[src/rtl/core/tesc_pkg.sv]
// ----------------------------------------------------------------------------
// tesc_pkg
// Shared types, codes and helpers of the template escape decoder.
// ----------------------------------------------------------------------------
`default_nettype none

package tesc_pkg;

    // result kinds
    localparam logic [1:0] KIND_DATA = 2'd0;
    localparam logic [1:0] KIND_OK   = 2'd1;
    localparam logic [1:0] KIND_ERR  = 2'd2;

    localparam int CP_W = 21;
    localparam logic [24:0] CP_LIMIT = 25'h10FFFF;

    // everything one input produces: up to four data bytes and an end marker
    typedef struct packed {
        logic [3:0][7:0] data;
        logic [2:0]      ndata;
        logic            has_end;
        logic            end_err;
    } t_run;

    typedef struct packed {
        logic       ok;
        logic [3:0] val;
    } t_hex;

    typedef struct packed {
        logic [3:0][7:0] data;
        logic [2:0]      ndata;
    } t_utf8;

    function automatic t_hex hex_value(input logic [7:0] b);
        t_hex h;
        h.ok  = 1'b1;
        h.val = 4'd0;
        if (b >= 8'h30 && b <= 8'h39) begin
            h.val = b[3:0];
        end else if ((b >= 8'h61 && b <= 8'h66) || (b >= 8'h41 && b <= 8'h46)) begin
            h.val = b[3:0] + 4'd9;
        end else begin
            h.ok = 1'b0;
        end
        return h;
    endfunction

    function automatic logic is_digit(input logic [7:0] b);
        return (b >= 8'h30) && (b <= 8'h39);
    endfunction

    function automatic t_utf8 encode_utf8(input logic [CP_W-1:0] cp);
        t_utf8 e;
        e.data = '0;
        if (cp <= 21'h7F) begin
            e.data[0] = cp[7:0];
            e.ndata   = 3'd1;
        end else if (cp <= 21'h7FF) begin
            e.data[0] = {3'b110, cp[10:6]};
            e.data[1] = {2'b10, cp[5:0]};
            e.ndata   = 3'd2;
        end else if (cp <= 21'hFFFF) begin
            e.data[0] = {4'b1110, cp[15:12]};
            e.data[1] = {2'b10, cp[11:6]};
            e.data[2] = {2'b10, cp[5:0]};
            e.ndata   = 3'd3;
        end else begin
            e.data[0] = {5'b11110, cp[20:18]};
            e.data[1] = {2'b10, cp[17:12]};
            e.data[2] = {2'b10, cp[11:6]};
            e.data[3] = {2'b10, cp[5:0]};
            e.ndata   = 3'd4;
        end
        return e;
    endfunction

endpackage

`default_nettype wire

[src/rtl/core/template_escape_to_utf8_core.sv]
// ----------------------------------------------------------------------------
// template_escape_to_utf8_core
// Cooks template-literal text bytes: escape decoding with UTF-8 output.
// ----------------------------------------------------------------------------
// path: accepted run -> run queue -> emitter run register -> first result valid
// throughput: one input per cycle while the run queue has room; results leave
//   one per cycle while i_ready; the output rate is set by the single-result
//   emitter draining the run queue
// reset: synchronous active low, clears escape state, queue pointers and emitter
`default_nettype none

module template_escape_to_utf8_core #(
    parameter int QUEUE_DEPTH = 4
) (
    input  wire logic       i_clk,
    input  wire logic       i_rst_n,
    input  wire logic       i_valid,
    output logic            o_ready,
    input  wire logic [7:0] i_in_byte,
    input  wire logic       i_byte_present,
    input  wire logic       i_end_of_text,
    output logic            o_valid,
    input  wire logic       i_ready,
    output logic [7:0]      o_out_byte,
    output logic [1:0]      o_out_kind,
    output logic            o_last_in_run
);

    tesc_pkg::t_run w_front_run;
    tesc_pkg::t_run w_head_run;
    logic           w_push;
    logic           w_pop;
    logic           w_head_valid;
    logic           w_full;
    logic           w_accept;

    assign o_ready  = !w_full;
    assign w_accept = i_valid && o_ready;

    tesc_front u_front (
        .i_clk          (i_clk),
        .i_rst_n        (i_rst_n),
        .i_accept       (w_accept),
        .i_in_byte      (i_in_byte),
        .i_byte_present (i_byte_present),
        .i_end_of_text  (i_end_of_text),
        .o_run          (w_front_run),
        .o_push         (w_push)
    );

    tesc_queue #(
        .DEPTH (QUEUE_DEPTH)
    ) u_queue (
        .i_clk   (i_clk),
        .i_rst_n (i_rst_n),
        .i_push  (w_push),
        .i_run   (w_front_run),
        .i_pop   (w_pop),
        .o_run   (w_head_run),
        .o_valid (w_head_valid),
        .o_full  (w_full)
    );

    tesc_back u_back (
        .i_clk         (i_clk),
        .i_rst_n       (i_rst_n),
        .i_q_valid     (w_head_valid),
        .i_q_run       (w_head_run),
        .o_q_pop       (w_pop),
        .o_valid       (o_valid),
        .i_ready       (i_ready),
        .o_out_byte    (o_out_byte),
        .o_out_kind    (o_out_kind),
        .o_last_in_run (o_last_in_run)
    );

endmodule

`default_nettype wire

[src/rtl/core/tesc_front.sv]
// ----------------------------------------------------------------------------
// tesc_front
// Escape state machine: classifies each raw byte and builds its result run.
// ----------------------------------------------------------------------------
`default_nettype none

module tesc_front (
    input  wire logic           i_clk,
    input  wire logic           i_rst_n,
    input  wire logic           i_accept,
    input  wire logic [7:0]     i_in_byte,
    input  wire logic           i_byte_present,
    input  wire logic           i_end_of_text,
    output tesc_pkg::t_run      o_run,
    output logic                o_push
);

    typedef enum logic [3:0] {
        M_PLAIN  = 4'd0,
        M_ESC    = 4'd1,
        M_CR     = 4'd2,
        M_ZERO   = 4'd3,
        M_E2     = 4'd4,
        M_E280   = 4'd5,
        M_HEXX   = 4'd6,
        M_USTART = 4'd7,
        M_UFOUR  = 4'd8,
        M_UBRACE = 4'd9
    } t_mode;

    localparam logic [7:0] CH_BSLASH = 8'h5C;
    localparam logic [7:0] CH_LF     = 8'h0A;
    localparam logic [7:0] CH_CR     = 8'h0D;
    localparam logic [7:0] CH_LS0    = 8'hE2;
    localparam logic [7:0] CH_LS1    = 8'h80;
    localparam logic [7:0] CH_LS2    = 8'hA8;
    localparam logic [7:0] CH_PS2    = 8'hA9;
    localparam logic [7:0] CH_ZERO   = 8'h30;
    localparam logic [7:0] CH_N      = 8'h6E;
    localparam logic [7:0] CH_T      = 8'h74;
    localparam logic [7:0] CH_R      = 8'h72;
    localparam logic [7:0] CH_B      = 8'h62;
    localparam logic [7:0] CH_F      = 8'h66;
    localparam logic [7:0] CH_V      = 8'h76;
    localparam logic [7:0] CH_X      = 8'h78;
    localparam logic [7:0] CH_U      = 8'h75;
    localparam logic [7:0] CH_LBRACE = 8'h7B;
    localparam logic [7:0] CH_RBRACE = 8'h7D;

    t_mode                      r_mode,   n_mode;
    logic [tesc_pkg::CP_W-1:0]  r_acc,    n_acc;
    logic [1:0]                 r_cnt,    n_cnt;
    logic                       r_saw,    n_saw;
    logic                       r_failed, n_failed;

    logic [3:0][7:0]            v_bytes;
    logic [2:0]                 v_cnt;
    logic                       v_plain;
    logic                       v_end_err;
    tesc_pkg::t_hex             v_hex;
    tesc_pkg::t_utf8            v_enc;
    logic [24:0]                v_wide;

    always_comb begin
        n_mode    = r_mode;
        n_acc     = r_acc;
        n_cnt     = r_cnt;
        n_saw     = r_saw;
        n_failed  = r_failed;
        v_bytes   = '0;
        v_cnt     = 3'd0;
        v_plain   = 1'b0;
        v_end_err = 1'b0;
        v_hex     = tesc_pkg::hex_value(i_in_byte);
        v_wide    = {r_acc, v_hex.val};
        v_enc     = tesc_pkg::encode_utf8(r_acc);

        if (i_byte_present && !r_failed) begin
            unique case (r_mode)
                M_ESC: begin
                    n_mode = M_PLAIN;
                    unique case (i_in_byte)
                        CH_N: begin v_bytes[0] = 8'h0A; v_cnt = 3'd1; end
                        CH_T: begin v_bytes[0] = 8'h09; v_cnt = 3'd1; end
                        CH_R: begin v_bytes[0] = 8'h0D; v_cnt = 3'd1; end
                        CH_B: begin v_bytes[0] = 8'h08; v_cnt = 3'd1; end
                        CH_F: begin v_bytes[0] = 8'h0C; v_cnt = 3'd1; end
                        CH_V: begin v_bytes[0] = 8'h0B; v_cnt = 3'd1; end
                        CH_LF: begin end
                        CH_CR:   n_mode = M_CR;
                        CH_LS0:  n_mode = M_E2;
                        CH_ZERO: n_mode = M_ZERO;
                        CH_X: begin
                            n_mode = M_HEXX;
                            n_acc  = '0;
                            n_cnt  = 2'd0;
                        end
                        CH_U:    n_mode = M_USTART;
                        default: begin
                            if (tesc_pkg::is_digit(i_in_byte)) begin
                                n_failed = 1'b1;
                            end else begin
                                v_bytes[0] = i_in_byte;
                                v_cnt      = 3'd1;
                            end
                        end
                    endcase
                end
                M_CR: begin
                    if (i_in_byte == CH_LF) n_mode = M_PLAIN;
                    else                    v_plain = 1'b1;
                end
                M_ZERO: begin
                    if (tesc_pkg::is_digit(i_in_byte)) begin
                        n_failed = 1'b1;
                        n_mode   = M_PLAIN;
                    end else begin
                        v_bytes[0] = 8'h00;
                        v_cnt      = 3'd1;
                        v_plain    = 1'b1;
                    end
                end
                M_E2: begin
                    if (i_in_byte == CH_LS1) begin
                        n_mode = M_E280;
                    end else begin
                        v_bytes[0] = CH_LS0;
                        v_cnt      = 3'd1;
                        v_plain    = 1'b1;
                    end
                end
                M_E280: begin
                    if (i_in_byte == CH_LS2 || i_in_byte == CH_PS2) begin
                        n_mode = M_PLAIN;
                    end else begin
                        v_bytes[0] = CH_LS0;
                        v_bytes[1] = CH_LS1;
                        v_cnt      = 3'd2;
                        v_plain    = 1'b1;
                    end
                end
                M_HEXX: begin
                    if (!v_hex.ok) begin
                        n_failed = 1'b1;
                        n_mode   = M_PLAIN;
                    end else begin
                        n_acc = {13'd0, r_acc[3:0], v_hex.val};
                        n_cnt = r_cnt + 2'd1;
                        if (r_cnt == 2'd1) begin
                            v_bytes[0] = {r_acc[3:0], v_hex.val};
                            v_cnt      = 3'd1;
                            n_mode     = M_PLAIN;
                        end
                    end
                end
                M_USTART: begin
                    if (i_in_byte == CH_LBRACE) begin
                        n_mode = M_UBRACE;
                        n_acc  = '0;
                        n_saw  = 1'b0;
                    end else if (!v_hex.ok) begin
                        n_failed = 1'b1;
                        n_mode   = M_PLAIN;
                    end else begin
                        n_mode = M_UFOUR;
                        n_acc  = {17'd0, v_hex.val};
                        n_cnt  = 2'd1;
                    end
                end
                M_UFOUR: begin
                    if (!v_hex.ok) begin
                        n_failed = 1'b1;
                        n_mode   = M_PLAIN;
                    end else begin
                        n_acc = {5'd0, r_acc[11:0], v_hex.val};
                        n_cnt = r_cnt + 2'd1;
                        if (r_cnt == 2'd3) begin
                            v_enc   = tesc_pkg::encode_utf8({5'd0, r_acc[11:0], v_hex.val});
                            v_bytes = v_enc.data;
                            v_cnt   = v_enc.ndata;
                            n_mode  = M_PLAIN;
                        end
                    end
                end
                M_UBRACE: begin
                    if (i_in_byte == CH_RBRACE) begin
                        if (!r_saw) begin
                            n_failed = 1'b1;
                        end else begin
                            v_bytes = v_enc.data;
                            v_cnt   = v_enc.ndata;
                        end
                        n_mode = M_PLAIN;
                    end else if (!v_hex.ok) begin
                        n_failed = 1'b1;
                        n_mode   = M_PLAIN;
                    end else begin
                        n_saw = 1'b1;
                        n_acc = v_wide[tesc_pkg::CP_W-1:0];
                        // out of range code point
                        if (v_wide > tesc_pkg::CP_LIMIT) begin
                            n_failed = 1'b1;
                            n_mode   = M_PLAIN;
                        end
                    end
                end
                default: v_plain = 1'b1;
            endcase

            // byte handled as plain text after any pending prefix
            if (v_plain) begin
                if (i_in_byte == CH_BSLASH) begin
                    n_mode = M_ESC;
                end else begin
                    n_mode             = M_PLAIN;
                    v_bytes[v_cnt[1:0]] = i_in_byte;
                    v_cnt              = v_cnt + 3'd1;
                end
            end
        end

        if (i_end_of_text) begin
            v_end_err = n_failed;
            if (!n_failed) begin
                unique case (n_mode)
                    M_ZERO: begin
                        v_bytes[v_cnt[1:0]] = 8'h00;
                        v_cnt              = v_cnt + 3'd1;
                    end
                    M_E2: begin
                        v_bytes[v_cnt[1:0]] = CH_LS0;
                        v_cnt              = v_cnt + 3'd1;
                    end
                    M_E280: begin
                        v_bytes[v_cnt[1:0]] = CH_LS0;
                        v_cnt              = v_cnt + 3'd1;
                        v_bytes[v_cnt[1:0]] = CH_LS1;
                        v_cnt              = v_cnt + 3'd1;
                    end
                    M_ESC, M_HEXX, M_USTART, M_UFOUR, M_UBRACE: v_end_err = 1'b1;
                    default: begin end
                endcase
            end
            n_mode   = M_PLAIN;
            n_acc    = '0;
            n_cnt    = 2'd0;
            n_saw    = 1'b0;
            n_failed = 1'b0;
        end
    end

    assign o_run.data    = v_bytes;
    assign o_run.ndata   = v_cnt;
    assign o_run.has_end = i_end_of_text;
    assign o_run.end_err = v_end_err;
    assign o_push        = i_accept && ((v_cnt != 3'd0) || i_end_of_text);

    always_ff @(posedge i_clk) begin
        if (!i_rst_n) begin
            r_mode   <= M_PLAIN;
            r_acc    <= '0;
            r_cnt    <= 2'd0;
            r_saw    <= 1'b0;
            r_failed <= 1'b0;
        end else if (i_accept) begin
            r_mode   <= n_mode;
            r_acc    <= n_acc;
            r_cnt    <= n_cnt;
            r_saw    <= n_saw;
            r_failed <= n_failed;
        end
    end

endmodule

`default_nettype wire

[src/rtl/core/tesc_queue.sv]
// ----------------------------------------------------------------------------
// tesc_queue
// Small queue of result runs between the escape front end and the emitter.
// ----------------------------------------------------------------------------
`default_nettype none

module tesc_queue #(
    parameter int DEPTH = 4
) (
    input  wire logic           i_clk,
    input  wire logic           i_rst_n,
    input  wire logic           i_push,
    input  wire tesc_pkg::t_run i_run,
    input  wire logic           i_pop,
    output tesc_pkg::t_run      o_run,
    output logic                o_valid,
    output logic                o_full
);

    localparam int PW = (DEPTH > 1) ? $clog2(DEPTH) : 1;
    localparam int CW = $clog2(DEPTH + 1);
    localparam logic [PW-1:0] LAST_PTR = PW'(DEPTH - 1);
    localparam logic [CW-1:0] FULL_CNT = CW'(DEPTH);

    tesc_pkg::t_run r_mem [DEPTH];
    logic [PW-1:0]  r_wr_ptr;
    logic [PW-1:0]  r_rd_ptr;
    logic [CW-1:0]  r_count;
    logic           v_push;
    logic           v_pop;

    assign o_valid = (r_count != '0);
    assign o_full  = (r_count == FULL_CNT);
    assign o_run   = r_mem[r_rd_ptr];
    assign v_push  = i_push && !o_full;
    assign v_pop   = i_pop && o_valid;

    always_ff @(posedge i_clk) begin
        if (v_push) begin
            r_mem[r_wr_ptr] <= i_run;
        end
    end

    always_ff @(posedge i_clk) begin
        if (!i_rst_n) begin
            r_wr_ptr <= '0;
            r_rd_ptr <= '0;
            r_count  <= '0;
        end else begin
            if (v_push) begin
                r_wr_ptr <= (r_wr_ptr == LAST_PTR) ? '0 : r_wr_ptr + PW'(1);
            end
            if (v_pop) begin
                r_rd_ptr <= (r_rd_ptr == LAST_PTR) ? '0 : r_rd_ptr + PW'(1);
            end
            if (v_push && !v_pop) begin
                r_count <= r_count + CW'(1);
            end else if (v_pop && !v_push) begin
                r_count <= r_count - CW'(1);
            end
        end
    end

endmodule

`default_nettype wire

[src/rtl/core/tesc_back.sv]
// ----------------------------------------------------------------------------
// tesc_back
// Emitter: holds one run, hands out its results one per cycle while i_ready.
// ----------------------------------------------------------------------------
`default_nettype none

module tesc_back (
    input  wire logic           i_clk,
    input  wire logic           i_rst_n,
    input  wire logic           i_q_valid,
    input  wire tesc_pkg::t_run i_q_run,
    output logic                o_q_pop,
    output logic                o_valid,
    input  wire logic           i_ready,
    output logic [7:0]          o_out_byte,
    output logic [1:0]          o_out_kind,
    output logic                o_last_in_run
);

    tesc_pkg::t_run r_run;
    logic           r_busy;
    logic [2:0]     r_idx;
    logic [2:0]     v_total;
    logic           v_last;
    logic           v_is_data;

    assign v_total   = r_run.ndata + {2'd0, r_run.has_end};
    assign v_last    = (r_idx == v_total - 3'd1);
    assign v_is_data = (r_idx < r_run.ndata);

    // refill when idle or in the same cycle the current run's last result leaves
    assign o_q_pop = i_q_valid && (!r_busy || (i_ready && v_last));

    assign o_valid       = r_busy;
    assign o_last_in_run = v_last;
    assign o_out_byte    = v_is_data ? r_run.data[r_idx[1:0]] : 8'h00;
    assign o_out_kind    = v_is_data       ? tesc_pkg::KIND_DATA :
                           r_run.end_err   ? tesc_pkg::KIND_ERR  : tesc_pkg::KIND_OK;

    always_ff @(posedge i_clk) begin
        if (o_q_pop) begin
            r_run <= i_q_run;
        end
    end

    always_ff @(posedge i_clk) begin
        if (!i_rst_n) begin
            r_busy <= 1'b0;
            r_idx  <= 3'd0;
        end else if (o_q_pop) begin
            r_busy <= 1'b1;
            r_idx  <= 3'd0;
        end else if (r_busy && i_ready) begin
            if (v_last) begin
                r_busy <= 1'b0;
            end else begin
                r_idx <= r_idx + 3'd1;
            end
        end
    end

endmodule

`default_nettype wire

[config.mk]
export PLATFORM = sky130hd
export DESIGN_NAME = template_escape_to_utf8_core
export DESIGN_NICKNAME = d
export VERILOG_FILES = /design/src/rtl/core/tesc_pkg.sv /design/src/rtl/core/template_escape_to_utf8_core.sv /design/src/rtl/core/tesc_front.sv /design/src/rtl/core/tesc_queue.sv /design/src/rtl/core/tesc_back.sv
export SDC_FILE = /design/constraint.sdc
export NUM_CORES = 1
export LEC_CHECK = 0
export ABC_AREA = 1
export BUFFER_PORTS_ARGS = -buffer_cell sky130_fd_sc_hd__buf_2
export CAP_MARGIN = 0
export CORE_ASPECT_RATIO = 1.25
export CORE_MARGIN = 10
export CORE_UTILIZATION = 35
export CTS_CLUSTER_SIZE = 12
export DETAILED_ROUTE_END_ITERATION = 10
export SKIP_CTS_REPAIR_TIMING = 1
export SYNTH_ARGS = -nofsm -noshare
export SYNTH_HDL_FRONTEND = slang
export SYNTH_SLANG_ARGS = --single-unit
[constraint.sdc]
create_clock -name i_clk -period 4.7 [get_ports i_clk]
set_input_delay 0.235 -clock i_clk [delete_from_list [all_inputs] [get_ports i_clk]]
set_output_delay 0.235 -clock i_clk [all_outputs]
set_load 0.03 [all_outputs]
==> impl_results.md <==
- Yosys top cell by area: edfxtp_1
- Compound-gate portion of the synthesized area: 16.7%
- Core Region: 33,600 µm²
- Grt total ovfl: 0
- Minimum clock period: 4.24 ns
- DR vias/cell: 5.36
- First-pass GRT wire length: 54.9 mm
- Post-synthesis cell area: 11,900 µm²
- FMAX: 236 MHz
- First-pass DRT Iterations: 5
- Slew HR: 42.3%
- Nets: 1,406
- CP max-delay cell: dfxtp_1
- Post-Synth Adder-Cell Area: 2.90%
- # setup viols final: 0
- Setup crit end kind: flip-flop
- Vias in the first global route: 9,663
- M1 WL: 14.9 mm
- Crit path required time: 5.13 ns
- Post-DR wirelength/cell: 19.5 µm
- Synth Area in XOR/XNOR: 0.441%
- Cell family with most CP delay: simple AND/OR/NAND/NOR gates
- Met3 WL: 1.64 mm
- Worst EP arrival: 4.67 ns
- Final Cycle Share: 90.3%
- Met2 Routed Length: 17.0 mm
- Synth warnings: 0
- R2R depth: 32
- Drt initial violations: 789
- Setup TNS: 0 ns
- Post-Synth Simple-Gate Area: 19.8%
- Initial Util: 35.5%
- Ant. Diodes: 0
- Clk slew on worst S/H paths: 0.06 ns
- Max Buffers Root-to-Sink: 3
- Num rows: 75
- Total GRT Usage: 16.7%
- Die height: 226 µm
- Fin. max-slew vios: 0
- DRC errors left: 0
- WHS Path Cells: 5
- Final GP Congestion: 0.967
- Average cell area after synthesis: 9.05 µm²
- Seq/Total Area, Yosys: 53.3%
- Area contributors post-synth: edfxtp_1 47%, nor2_1 7.2%, dfxtp_1 6.7%
- Largest family of logic cells by synthesized area: simple AND/OR/NAND/NOR gates
- Power Dens Cells: 469 nW/µm²
- IO Pins: 27
- Final Hold Vio Count: 0
- Max cap viols: 0
- Placed Instances: 1,762
- Share of cells above drive strength 1: 14.5%
- Dpl hpwl: 25.7 mm
- Largest net degree at the start of global routing: 66
- Setup Crit Path Kind: flip-flop to flip-flop
- Min-delay worst type: input port to flip-flop
- Post-synth top area share: 46.6%
- CP Buf/Inv Count: 7
- Fraction of synthesized area in multiplexers: 0%
- Startpoint Class: flip-flop
- Via count: 9,684
- Final wirelength: 35.3 mm
- RSZ-0062 raised after global routing: false
- LEAKAGE: 5.09 nW
- Area delta synth->final: 13.5%
- Worst slew pin tran: 0.864 ns
- Fill cell count: 3,377
- Post-Syn Instances: 1,317
- Die ar.: 41,900 µm²
- CTS Sinks: 225
- VDD IR-drop max: 0.000229 V
- Clock skew: 0.0224 ns
- TritonCTS clock tree: yes
- WP depth: 32
- Max layer used: met4
- IO buf count: 26
- Fin cells: 1,806
- H-tree depth: 1
- Critical path peak fanout: 5
- Unique masters post-synth: 62
- Status: finished, final reports clean
- CTS buffer count: 24
- Slowest stage delay, CP: 0.39 ns
- Multi-input gate area: 4790 µm²
- Die width: 185 µm
- Initial antenna violation count: 1
- Clk_lat worst skew: 0.51 ns
- Flip-flop and latch area: 6360 µm²
- Yosys reg bits: 225
- Root Buffer Master: clkbuf_16
- Synthesized net count: 1,358
- Post-DRT Antenna Nets: 0
- Most used cell, CP: inv_1
- PnR Total Power: 6.34 mW
- WHS: 0.157 ns
==> cell families after synthesis <==
kind of cell    after synthesis
flops                       225
buf+inv                     204
xor+xnor                      6
simple gates                516
compound gates              339
fa+ha+maj                    27
==> synthesized netlist by cell type, drive strengths merged <==
cell type    n
a2111oi      1
a211oi      12
a21o         1
a21oi       73
a221oi       7
a22oi       11
a311oi       1
a31oi        7
a41oi        1
buf         13
clkbuf      35
clkinv       2
dfxtp       40
edfxtp     185
fa           1
ha          26
inv        154
nand2      193
nand3       54
nand3b       2
nand4        8
nor2       245
nor3        10
nor4         2
o2111ai      2
o211ai       8
o21a         1
o21ai      154
o221a        1
o221ai       8
o22ai       46
o311ai       2
o31ai        1
o32ai        1
o41ai        1
or2          2
xnor2        2
xor2         4
==> flip-flops by register name, indices dropped and copies added, names as in the netlist, 3 cells and up <==
name	count
u_queue.r_mem	148
u_back.r_run	37
u_front.r_acc	21
u_front.r_mode	4
u_back.r_idx	3
u_queue.r_count	3
==> through the flow <==
stage                     util, %  area [µm²]  worst slack [ns]
after detailed placement     38.1       12800             0.278
after global placement       38.1       12800             0.336
after floorplan                 -       11900            -0.237
final                        40.3       13500             0.458
after global routing         40.3       13500           0.00352
after CTS                    40.2       13500             0.419
==> per-layer routing <==
metal | global-route usage (%) | up-vias
met4 | 8.27 | 0
met1 | 20.3 | 4598
met2 | 28.7 | 317
met5 | 0 | -
met3 | 2.03 | 111
li1 | - | 4658
==> worst paths after layout <==
check | startpoint | to | slack (ns)
worst min-delay path | i_ready | u_back.r_idx[1] | 0.16
worst max-delay path | u_front.r_acc[10] | u_queue.r_count[2] | 0.46
worst min register to register | u_front.r_failed | u_front.r_failed | 0.48
worst max register to register | u_front.r_acc[10] | u_queue.r_count[2] | 0.46
==> power breakdown <==
group	switching (mW)	leakage, nW	internal [mW]
Combinational	1.34	2.78	0.538
Sequential	0.121	1.94	2.59
Clock	0.740	0.360	1.01
==> cells in the final DEF, fill, tap and decap left out, types with 38 or more instances in the layout <==
cell type,count
inv_1,134
buf_4,39
o22ai_1,45
nand2_1,171
dfxtp_1,39
o21ai_0,148
a21oi_1,69
nor2_1,222
nand3_1,38
edfxtp_1,185
==> tightest hold or removal path, delay by kind of cell <==
family | cells | cell delay (ns)
simple gates | 3 | 0.21
buf+inv | 1 | 0.10
compound gates | 1 | 0.06
==> layout make-up <==
class / count / share of cell area, %
multi-input cells: 888 / 35.4
inverters: 156 / 4.39
well taps: 423 / 3.91
repair buffers: 70 / 3.87
flip-flops and latches: 225 / 47.0
clock inverters: 6 / 0.250
clock buffers: 38 / 5.14
Power figures use the tool's default switching activity.
